### config.mk
export PLATFORM = sky130hd
export DESIGN_NAME = fnvht_ctrl
export DESIGN_NICKNAME = d
export VERILOG_FILES = /design/src/rtl/fnvht_pkg.sv /design/src/rtl/fnvht_ctrl.sv
export SDC_FILE = /design/constraint.sdc
export NUM_CORES = 1
export LEC_CHECK = 0
export BUFFER_PORTS_ARGS = -buffer_cell sky130_fd_sc_hd__buf_4
export CELL_PAD_IN_SITES_DETAIL_PLACEMENT = 1
export CELL_PAD_IN_SITES_GLOBAL_PLACEMENT = 2
export CORE_MARGIN = 4
export CORE_UTILIZATION = 19
export CTS_CLUSTER_DIAMETER = 40
export CTS_CLUSTER_SIZE = 24
export DETAILED_ROUTE_END_ITERATION = 6
export GPL_TIMING_DRIVEN = 1
export PLACE_DENSITY_LB_ADDON = 0.1
export SYNTH_ARGS = -nofsm -noshare
export SYNTH_HDL_FRONTEND = slang
export SYNTH_SLANG_ARGS = --single-unit
export TNS_END_PERCENT = 1
### constraint.sdc
create_clock -name i_clk -period 1.6 [get_ports i_clk]
set_clock_uncertainty 0.15 [all_clocks]
set_input_delay 0.32 -clock i_clk [delete_from_list [all_inputs] [get_ports i_clk]]
set_output_delay 0.32 -clock i_clk [all_outputs]
set_load 0.03 [all_outputs]
### src/rtl/fnvht_pkg.sv
// fnvht_pkg: shared types and constants for the fnv-1a linear probe hash table
// used by the ctrl, dp, top level and checker files; no dependencies
`default_nettype none
package fnvht_pkg;
    localparam int          SLOTS_DEF      = 256;
    localparam int          VALUE_BITS_DEF = 32;
    localparam logic [63:0] HASH_BASIS     = 64'hcbf29ce484222325;
    localparam logic [63:0] HASH_PRIME     = 64'h00000100000001b3;
    // prime split as 2**40 + low part, so the multiply is a shift plus a small product
    localparam int          HASH_PRIME_SHIFT = 40;
    localparam logic [8:0]  HASH_PRIME_LO    = 9'h1b3;
    localparam logic [3:0]  KEY_BYTES_RST  = 4'd8;

    localparam logic [1:0] OP_FIND   = 2'd0;
    localparam logic [1:0] OP_INSERT = 2'd1;
    localparam logic [1:0] OP_DELETE = 2'd2;

    localparam logic [1:0] ST_OK   = 2'd0;
    localparam logic [1:0] ST_MISS = 2'd1;
    localparam logic [1:0] ST_FULL = 2'd2;

    typedef enum logic [2:0] {
        S_IDLE,
        S_HASH,
        S_MULT,
        S_PROBE,
        S_CHECK,
        S_OUT
    } t_state;

    // controller to datapath
    typedef struct packed {
        logic load;      // capture input beat
        logic hash_mix;  // xor next byte, register for multiply
        logic hash_mul;  // multiply step, advance byte counter
        logic probe_init;// set probe index to start slot
        logic probe_rd;  // marks the probe state; the datapath does not use it, the memories always read at probe index
        logic probe_adv; // next slot
        logic do_write;  // write key and value at probe index, set occupied
        logic do_free;   // clear occupied at probe index
        logic set_hit;   // result hit at probe index
        logic set_miss;  // result miss
        logic set_full;  // result full
    } t_cmd;

    // datapath to controller
    typedef struct packed {
        logic [1:0] op;
        logic       hash_done;
        logic       occ;     // occupied bit of probed slot
        logic       match;   // stored key matches
        logic       at_end;  // probe index is the last slot
    } t_stat;
endpackage
`default_nettype wire

### src/rtl/fnvht_ctrl.sv
// fnvht_ctrl: operation sequencer state machine
// depends on fnvht_pkg
`default_nettype none
module fnvht_ctrl import fnvht_pkg::*; (
    input  wire logic  i_clk,
    input  wire logic  i_rst_n,
    input  wire logic  i_in_valid,
    output logic       o_in_ready,
    output logic       o_out_valid,
    input  wire logic  i_out_ready,
    input  wire t_stat i_stat,
    output t_cmd       o_cmd
);
    t_state r_state, n_state;

    always_ff @(posedge i_clk) begin
        if (!i_rst_n) begin
            r_state <= S_IDLE;
        end else begin
            r_state <= n_state;
        end
    end

    always_comb begin
        n_state     = r_state;
        o_cmd       = '0;
        o_in_ready  = 1'b0;
        o_out_valid = 1'b0;
        case (r_state)
            S_IDLE: begin
                o_in_ready = 1'b1;
                if (i_in_valid) begin
                    o_cmd.load = 1'b1;
                    n_state    = S_HASH;
                end
            end
            S_HASH: begin
                if (i_stat.hash_done) begin
                    o_cmd.probe_init = 1'b1;
                    n_state          = S_PROBE;
                end else begin
                    o_cmd.hash_mix = 1'b1;
                    n_state        = S_MULT;
                end
            end
            S_MULT: begin
                o_cmd.hash_mul = 1'b1;
                n_state        = S_HASH;
            end
            S_PROBE: begin
                o_cmd.probe_rd = 1'b1;
                n_state        = S_CHECK;
            end
            S_CHECK: begin
                n_state = S_OUT;
                case (i_stat.op)
                    OP_FIND, OP_DELETE: begin
                        if (i_stat.occ && i_stat.match) begin
                            o_cmd.set_hit = 1'b1;
                            o_cmd.do_free = (i_stat.op == OP_DELETE);
                        end else if (i_stat.at_end) begin
                            o_cmd.set_miss = 1'b1;
                        end else begin
                            o_cmd.probe_adv = 1'b1;
                            n_state         = S_PROBE;
                        end
                    end
                    OP_INSERT: begin
                        if (!i_stat.occ) begin
                            o_cmd.set_hit  = 1'b1;
                            o_cmd.do_write = 1'b1;
                        end else if (i_stat.at_end) begin
                            o_cmd.set_full = 1'b1;
                        end else begin
                            o_cmd.probe_adv = 1'b1;
                            n_state         = S_PROBE;
                        end
                    end
                    default: o_cmd.set_miss = 1'b1;
                endcase
            end
            S_OUT: begin
                o_out_valid = 1'b1;
                if (i_out_ready) begin
                    n_state = S_IDLE;
                end
            end
            default: n_state = S_IDLE;
        endcase
    end
endmodule
`default_nettype wire

==> Word level (Yosys, flattened, before mapping) <==
Cells that the tools add are included.
{ "classes": {"n_eq_ne": 9, "mux": 33, "reduce_logical": 5} }
{ "ops": {"columns": ["operator", "count"], "rows": [
  ["1-bit 2-to-1 mux", 21],
  ["3-bit case mux with 6 select lines", 1],
  ["3-bit 2-to-1 mux", 5],
  ["3-bit by 2-bit equality test with 1-bit output, second input constant", 2],
  ["3-bit equality test, second input constant", 2],
  ["6-bit 2-to-1 mux", 1],
  ["1-bit case mux with 2 select lines", 3],
  ["3-bit case mux with 2 select lines", 1],
  ["2-bit != test, second input constant", 2],
  ["3-bit by 1-bit equality test with 1-bit output, second input constant", 1],
  ["3-bit logical NOT", 1],
  ["2-bit by 1-bit equality test with 1-bit output, second input constant", 1],
  ["2-bit equality test, second input constant", 1],
  ["2-bit logical NOT", 1],
  ["2-bit 2-to-1 mux", 1],
  ["2-bit AND reduction", 1],
  ["2-bit OR reduction", 1],
  ["1-bit logical AND", 1]
]} }
{ "totals": {"output_inout_bits": 13, "reg_bits": 3, "inputBits": 10, "word_cells": 48} }

==> Longest topological paths before layout <==
Gate-level depths: netlist of the first run.
{ "depth": {"depth_word": 4, "depth_mapped": 4, "mapped_depth_nobuf": 3} }

==> Least setup slack after synthesis of the first run <==
OpenSTA, ideal clock, no wires.
{ "synth_path": {"kind": "flip-flop to output port", "start": "register r_state[2]", "end": "output o_cmd[10] (netlist bit)", "path_slack_ns": -0.514, "path_stages_with_launch": 4, "required_ns": 1.130, "arrival_ns": 1.644, "cell_sequence": "dfxtp_1 > clkbuf_1 > nor3_1 > and2_1"} }
{ "synth_rtl": {"columns": ["item", "line_no", "rtl"], "rows": [
  ["from (decl)", "fnvht_ctrl.sv:14", "t_state r_state, n_state;"],
  ["from (signal assigned)", "fnvht_ctrl.sv:20", "r_state <= n_state;"],
  ["to (decl)", "fnvht_ctrl.sv:12", "output t_cmd o_cmd"]
]} }

==> results.cfg, run 1 <==
[detailed_routing]
total_vias_in_the_final_route = 485
vias_per_cell = 4.58
initialDrtViolationCount = 3
postRouteAntennaNets = 0
post-route-drc-count = 0
finalWirelength_um = 1320
avgRoutedWirePerCell_um = 12.5
dr.pass1.iters = 3

[grt]
grt_first_pass_wirelength_um = 2260
antenna_violations_before_repair = 0
globalRouteOverflowTotal = 0
grt_pass1_vias = 489
pin_count_of_the_biggest_net_entering_global_routing = 13
overall_global_routing_resource_usage_pct = 12.0

[sta]
setup_viol = 13
max-slew-margin-rel_pct = 77.2
timing_worst_slew_pin_value_ns = 0.341
postLayoutSetupSlackWorst_ns = -0.285
final_min_period_over_clock_period_pct = 118
final_period_minus_worst_setup_slack_ns = 1.89
setup-tns-final_ns = -1.86
rsz0062_at_grt = true
slew_viol_final = 0
max_freq_mhz = 530
final_hold_viol_count = 0

[cells_and_area]
post-route-util_pct = 45.9
final_layout_size_suffix_gt1_share_pct = 66.7
largest_register_ffs = 3
n_antenna_cell = 0
syn2layout_area_growth_pct = 130
num-nets-final = 92
layout.cell_area.non_filler_um2 = 793
registers.top_by_ff_count = r_state
largest_registers = r_state (3)
final_cell_count_no_fill = 106

[placement]
buffer_ports.inserted = 22
finalWeightedCongestion = 0.687
placed_cells = 102
place_area_um2 = 688
detailedPlacementHpwl_um = 1060

[synthesis]
post_synth_and_or_nand_nor_area_fraction_pct = 45.3
synth-xor-area-share_pct = 0
post_synth_num_cell_types = 26
dominant_combinational_cell_family_by_area_after_synthesis = simple AND/OR/NAND/NOR gates
synth_area_um2 = 345
synthesized_area_fraction_occupied_by_ao_oa_aoi_and_oai_cells_pct = 29.0
syn-instance-count = 44
post_synth_fa_ha_maj_area_fraction_pct = 0
synth_area_per_cell_um2 = 7.85
synth_seq_area_share_pct = 17.4
mappedNetlistNets = 54
synth-warning-count = 0
flops_latches_synth = 3
synthMuxAreaShare_pct = 2.90

[power_and_ir_drop]
p_leak_uw = 0.000375
peakVddDrop_v = 0.000303
power_per_cell_area_mw_per_mm2 = 850
report.power.total_uw = 674

[floorplanning]
row_count = 15
core_mm2 = 0.00173
ios = 23
chipWidth_um = 50.6
die-height_um = 50.6
die_footprint_mm2 = 0.00256
floorplan.initialDensity_pct = 20.0

[cts]
cts.sinks = 3
clk_pin_slew_worst_paths_ns = 0.04
cts_htree_levels = 1
numCtsBuffers = 3
clk_root_buf = clkbuf_4
later_pin_clock_latency_in_the_skew_report_ns = 0.24
cts.path.max_buffers = 2
tritoncts = yes
hold_buffers = 0
cts.repair_timing.setup_buffer_count = 0

[worst_setup_path]
crit_required_ns = 1.13
cp.arrival_ns = 1.42
r2r_end = r_state[1]
cp_slowest_stage_delay_ns = 0.39
end_kind = primary output
crit_fanout = 3
setup.worst_path.start_class = flip-flop
critical_path_buf_inv_count = 2
timing.critical_path.from = r_state[1]
critical_path.cell_chain = or3b_4 > buf_6 > nor3_2 > buf_4
criticalPathCategory = reg -> out
cp-endpoint = o_cmd[1]
timing.critical_path.slowest_stage_cell = or3b_4
regToRegSetupSlack_ns = 0.13
r2r-start = r_state[0]
crit_cells = 4
cp_top_family = simple AND/OR/NAND/NOR gates
r2r.worst_path.cells = 5

[run_status]
failed_checks = setup timing
run_status = finished with violations

[run]
cap_viol_max_count = 0

[worst_hold_path]
timing.hold.worst.class = in -> reg
[final cells by class]
cell class,instances,area [um^2]
Fill cell,209,933
Multi-Input combinational cell,36,333
Timing Repair Buffer,36,333
Sequential cell,3,62.6
Tap cell,25,31.3
Clock buffer,4,26.3
Inverter,2,7.51
[worst reg2reg max path: cells and delay by family, from the launching register on]
kind	cells	cell delay, ns
AND/OR/NAND/NOR	1	0.33
AO/OA/AOI/OAI	2	0.31
flip-flops	1	0.30
buffers and inverters	2	0.27
[stage by stage]
stage               hold slack [ns]  setup slack (ns)
floorplan                     0.303            -0.172
global placement              0.417           -0.0801
detailed placement            0.411           -0.0997
CTS                           0.161            -0.305
global route                  0.153            -0.350
finish                        0.166            -0.285
[synth_stat cells]
master	number	share of area, %
a2111oi_4	1	8.0
a31oi_1	2	3.6
o311ai_1	1	2.5
nand3b_1	1	2.2
nand2_1	1	1.1
dfxtp_1	3	17
inv_1	2	2.2
nand2b_1	3	5.4
o21a_1	1	2.2
mux2i_1	1	2.9
nor4b_1	1	2.5
nor4_1	1	1.8
nor3_1	4	5.8
o211a_1	1	2.9
and2_1	1	1.8
or2_2	1	1.8
nor4bb_1	1	2.9
nor3b_1	3	6.5
and3_1	1	1.8
or3b_4	1	3.3
and3b_1	2	5.1
nor2_1	3	3.3
a211o_1	1	2.5
a21bo_2	1	2.9
a21oi_1	3	4.3
clkbuf_1	3	3.3
[repair_timing]
item                       4_1_cts  5_1_grt
setup endpoints to repair       13       13
pin swaps                        6        3
gates resized for setup         15        6
[cells in the final DEF, fill, tap and decap left out, types with 2 or more instances in the layout]
cell type,count
clkbuf_4,3
buf_4,25
a21oi_1,3
nand2b_1,3
nor2_1,3
buf_6,8
inv_1,2
buf_12,2
a31oi_1,2
nor3_4,2
dfxtp_2,2
nor3b_2,2
and3b_1,2
nor3_2,2
[cell families (layout without fill, tap and decap cells)]
| kind of cell | after synthesis | count (layout) |
|---|---|---|
| AO/OA/AOI/OAI | 11 | 11 |
| multiplexers | 1 | 1 |
| flip-flops | 3 | 3 |
| AND/OR/NAND/NOR | 24 | 24 |
| buffers and inverters | 5 | 42 |
[report_power, final]
part           switching [uW]  leakage [uW]  internal (uW)
Combinational             217      0.000334            223
Sequential               7.91     0.0000256           91.3
Clock                    41.0     0.0000150           93.5
Total                     266      0.000375            408
[layer usage]
metal  GRT usage [%]  routed length (um)  up-vias
met5               0                   0        -
met4            8.07                  19        0
met3            3.26                  60        2
met2            17.0                 642       12
met1            15.5                 599      229
li1                -                   -      242
[worst min path at each step]
stage	cells after the start	from	to	slack [ns]
floorplan	1	i_rst_n	r_state[1]	0.30
global placement	2	i_rst_n	r_state[1]	0.42
detailed placement	2	i_rst_n	r_state[1]	0.41
CTS	2	i_rst_n	r_state[1]	0.16
global route	2	i_rst_n	r_state[1]	0.15
finish	2	i_rst_n	r_state[1]	0.17
Power figures use the tool's default switching activity.
==> run 2: changes to the inputs <==
Settings changed: PLACE_DENSITY from default to 0.76, PLACE_DENSITY_LB_ADDON 0.1 to default.
==> run 2 against run 1 <==
  * The flow still finishes with violations (setup timing)
  * Setup slack got worse by 0.014 ns
  * Design area grew 1.3%
  * Clock-buffer cell count unchanged
  * Sequential power increased by 5%
  * Wire length increased by 0.23%
  * Sequential cell count did not move
  * Global-route usage fell by 0.61 points
  * Clock power shrank 4%
  * Via count fell by 2.1%
  * Maximum frequency shrank 0.71%
  * Critical path type unchanged
  * First-iteration DRC count unchanged
  * Cell count decreased by 0.94%
==> results.cfg, run 2 (same netlist as run 1, synthesis figures left out) <==
[floorplanning]
die_footprint_mm2 = 0.00256
floorplan.initialDensity_pct = 20.0
core_mm2 = 0.00173
row_count = 15
die-height_um = 50.6
ios = 23
chipWidth_um = 50.6

[run_status]
failed_checks = setup timing
run_status = finished with violations

[sta]
max-slew-margin-rel_pct = 78.4
final_hold_viol_count = 0
setup-tns-final_ns = -1.73
final_period_minus_worst_setup_slack_ns = 1.90
slew_viol_final = 0
setup_viol = 12
postLayoutSetupSlackWorst_ns = -0.299
rsz0062_at_grt = true
timing_worst_slew_pin_value_ns = 0.320
final_min_period_over_clock_period_pct = 119
max_freq_mhz = 527

[detailed_routing]
vias_per_cell = 4.52
finalWirelength_um = 1320
avgRoutedWirePerCell_um = 12.6
dr.pass1.iters = 4
postRouteAntennaNets = 0
total_vias_in_the_final_route = 475
initialDrtViolationCount = 3
post-route-drc-count = 0

[cells_and_area]
largest_register_ffs = 3
final.fill_count = 217
layout_commonest_cell = buf_4
final_cell_count_no_fill = 105
n_antenna_cell = 0
post-route-util_pct = 46.5
syn2layout_area_growth_pct = 133
largest_registers = r_state (3)
layout.cells.most_common_list = 22 x buf_4, 11 x buf_6
final_layout_size_suffix_gt1_share_pct = 66.3
registers.top_by_ff_count = r_state
num-nets-final = 91

[placement]
finalWeightedCongestion = 0.736
buffer_ports.inserted = 22
placed_cells = 101
place_ws_ns = -0.115
detailedPlacementHpwl_um = 1010

[power_and_ir_drop]
p_seq_share_pct = 15.3
p_switching_uw = 267
power.share.clock_pct = 19.2
power_report.internal_total_uw = 409
sw_frac_of_total_pct = 39.5
peakVddDrop_v = 0.000476
comb_power_share_pct = 65.5
power_per_cell_area_mw_per_mm2 = 842
p_leak_uw = 0.000367

[worst_setup_path]
criticalPathCategory = reg -> out
crit_required_ns = 1.13
end_kind = primary output
setup.worst_path.start_class = flip-flop
cp.arrival_ns = 1.43
crit_fanout = 3

[grt]
grt_pass1_vias = 471
overall_global_routing_resource_usage_pct = 11.4
grt_first_pass_wirelength_um = 2230
globalRouteOverflowTotal = 0
antenna_violations_before_repair = 0
pin_count_of_the_biggest_net_entering_global_routing = 13

[cts]
cts.repair_timing.setup_buffer_count = 0
clk_root_buf = clkbuf_4
later_pin_clock_latency_in_the_skew_report_ns = 0.23
cts.sinks = 3
hold_buffers = 0
clk_pin_slew_worst_paths_ns = 0.04
tritoncts = yes
cts.path.max_buffers = 2
cts_htree_levels = 1
numCtsBuffers = 3

[run]
cap_viol_max_count = 0

[worst_hold_path]
timing.hold.worst.class = in -> reg
[run 2: per-stage QoR]
stage	instance area, um^2	total power [uW]	hold WS, ns
3_3_place_gp	681	466	0.422
4_1_cts	761	648	0.183
5_1_grt	803	724	0.210
6_report	803	676	0.192
2_1_floorplan	398	323	0.303
3_5_place_dp	681	471	0.424
[run 2: power groups by stage]
| stage | registers (uW) | clock network, uW | logic [uW] |
|---|---|---|---|
| after floorplan | 99.7 | 0 | 224 |
| after global placement | 96.1 | 0 | 370 |
| after detailed placement | 97.4 | 0 | 373 |
| after CTS | 98.3 | 137 | 412 |
| after global routing | 106 | 145 | 473 |
| final | 104 | 130 | 443 |
[run 2: per-layer routing]
layer | part of all wire, % | wire, um | track usage [%]
met1 | 46 | 606 | 14.8
met3 | 1.2 | 16 | 1.78
met2 | 53 | 701 | 18.0
met4 | 0 | 0 | 5.38
met5 | 0 | 0 | 0
[run 2: final timing paths]
kind                    from         end  slack [ns]  depth (start not counted)
hold reg to reg   r_state[0]  r_state[2]        0.55                          3
setup reg to reg  r_state[0]  r_state[1]        0.11                          4
setup / recovery  r_state[0]    o_cmd[4]       -0.30                          4
hold / removal       i_rst_n  r_state[1]        0.19                          2
[run 2: what timing repair did]
item	4_1_cts	5_1_grt
endpoints found under the setup margin	13	13
pin swaps	8	1
gates resized for setup	14	10
[run 2: critical path, stage by stage (launching register included)]
cell and delay [ns]:
dfxtp_2 0.32, or3b_4 0.42, buf_6 0.15, nor3_2 0.14, buf_4 0.18
[run 2: final cells by class]
cell class	count	area, um^2	area share (%)
Inverter	2	7.51	0.935
Timing Repair Buffer	35	329	41.0
Multi-Input combinational cell	36	345	43.0
Tap cell	25	31.3	3.89
Sequential cell	3	63.8	7.94
Clock buffer	4	26.3	3.27
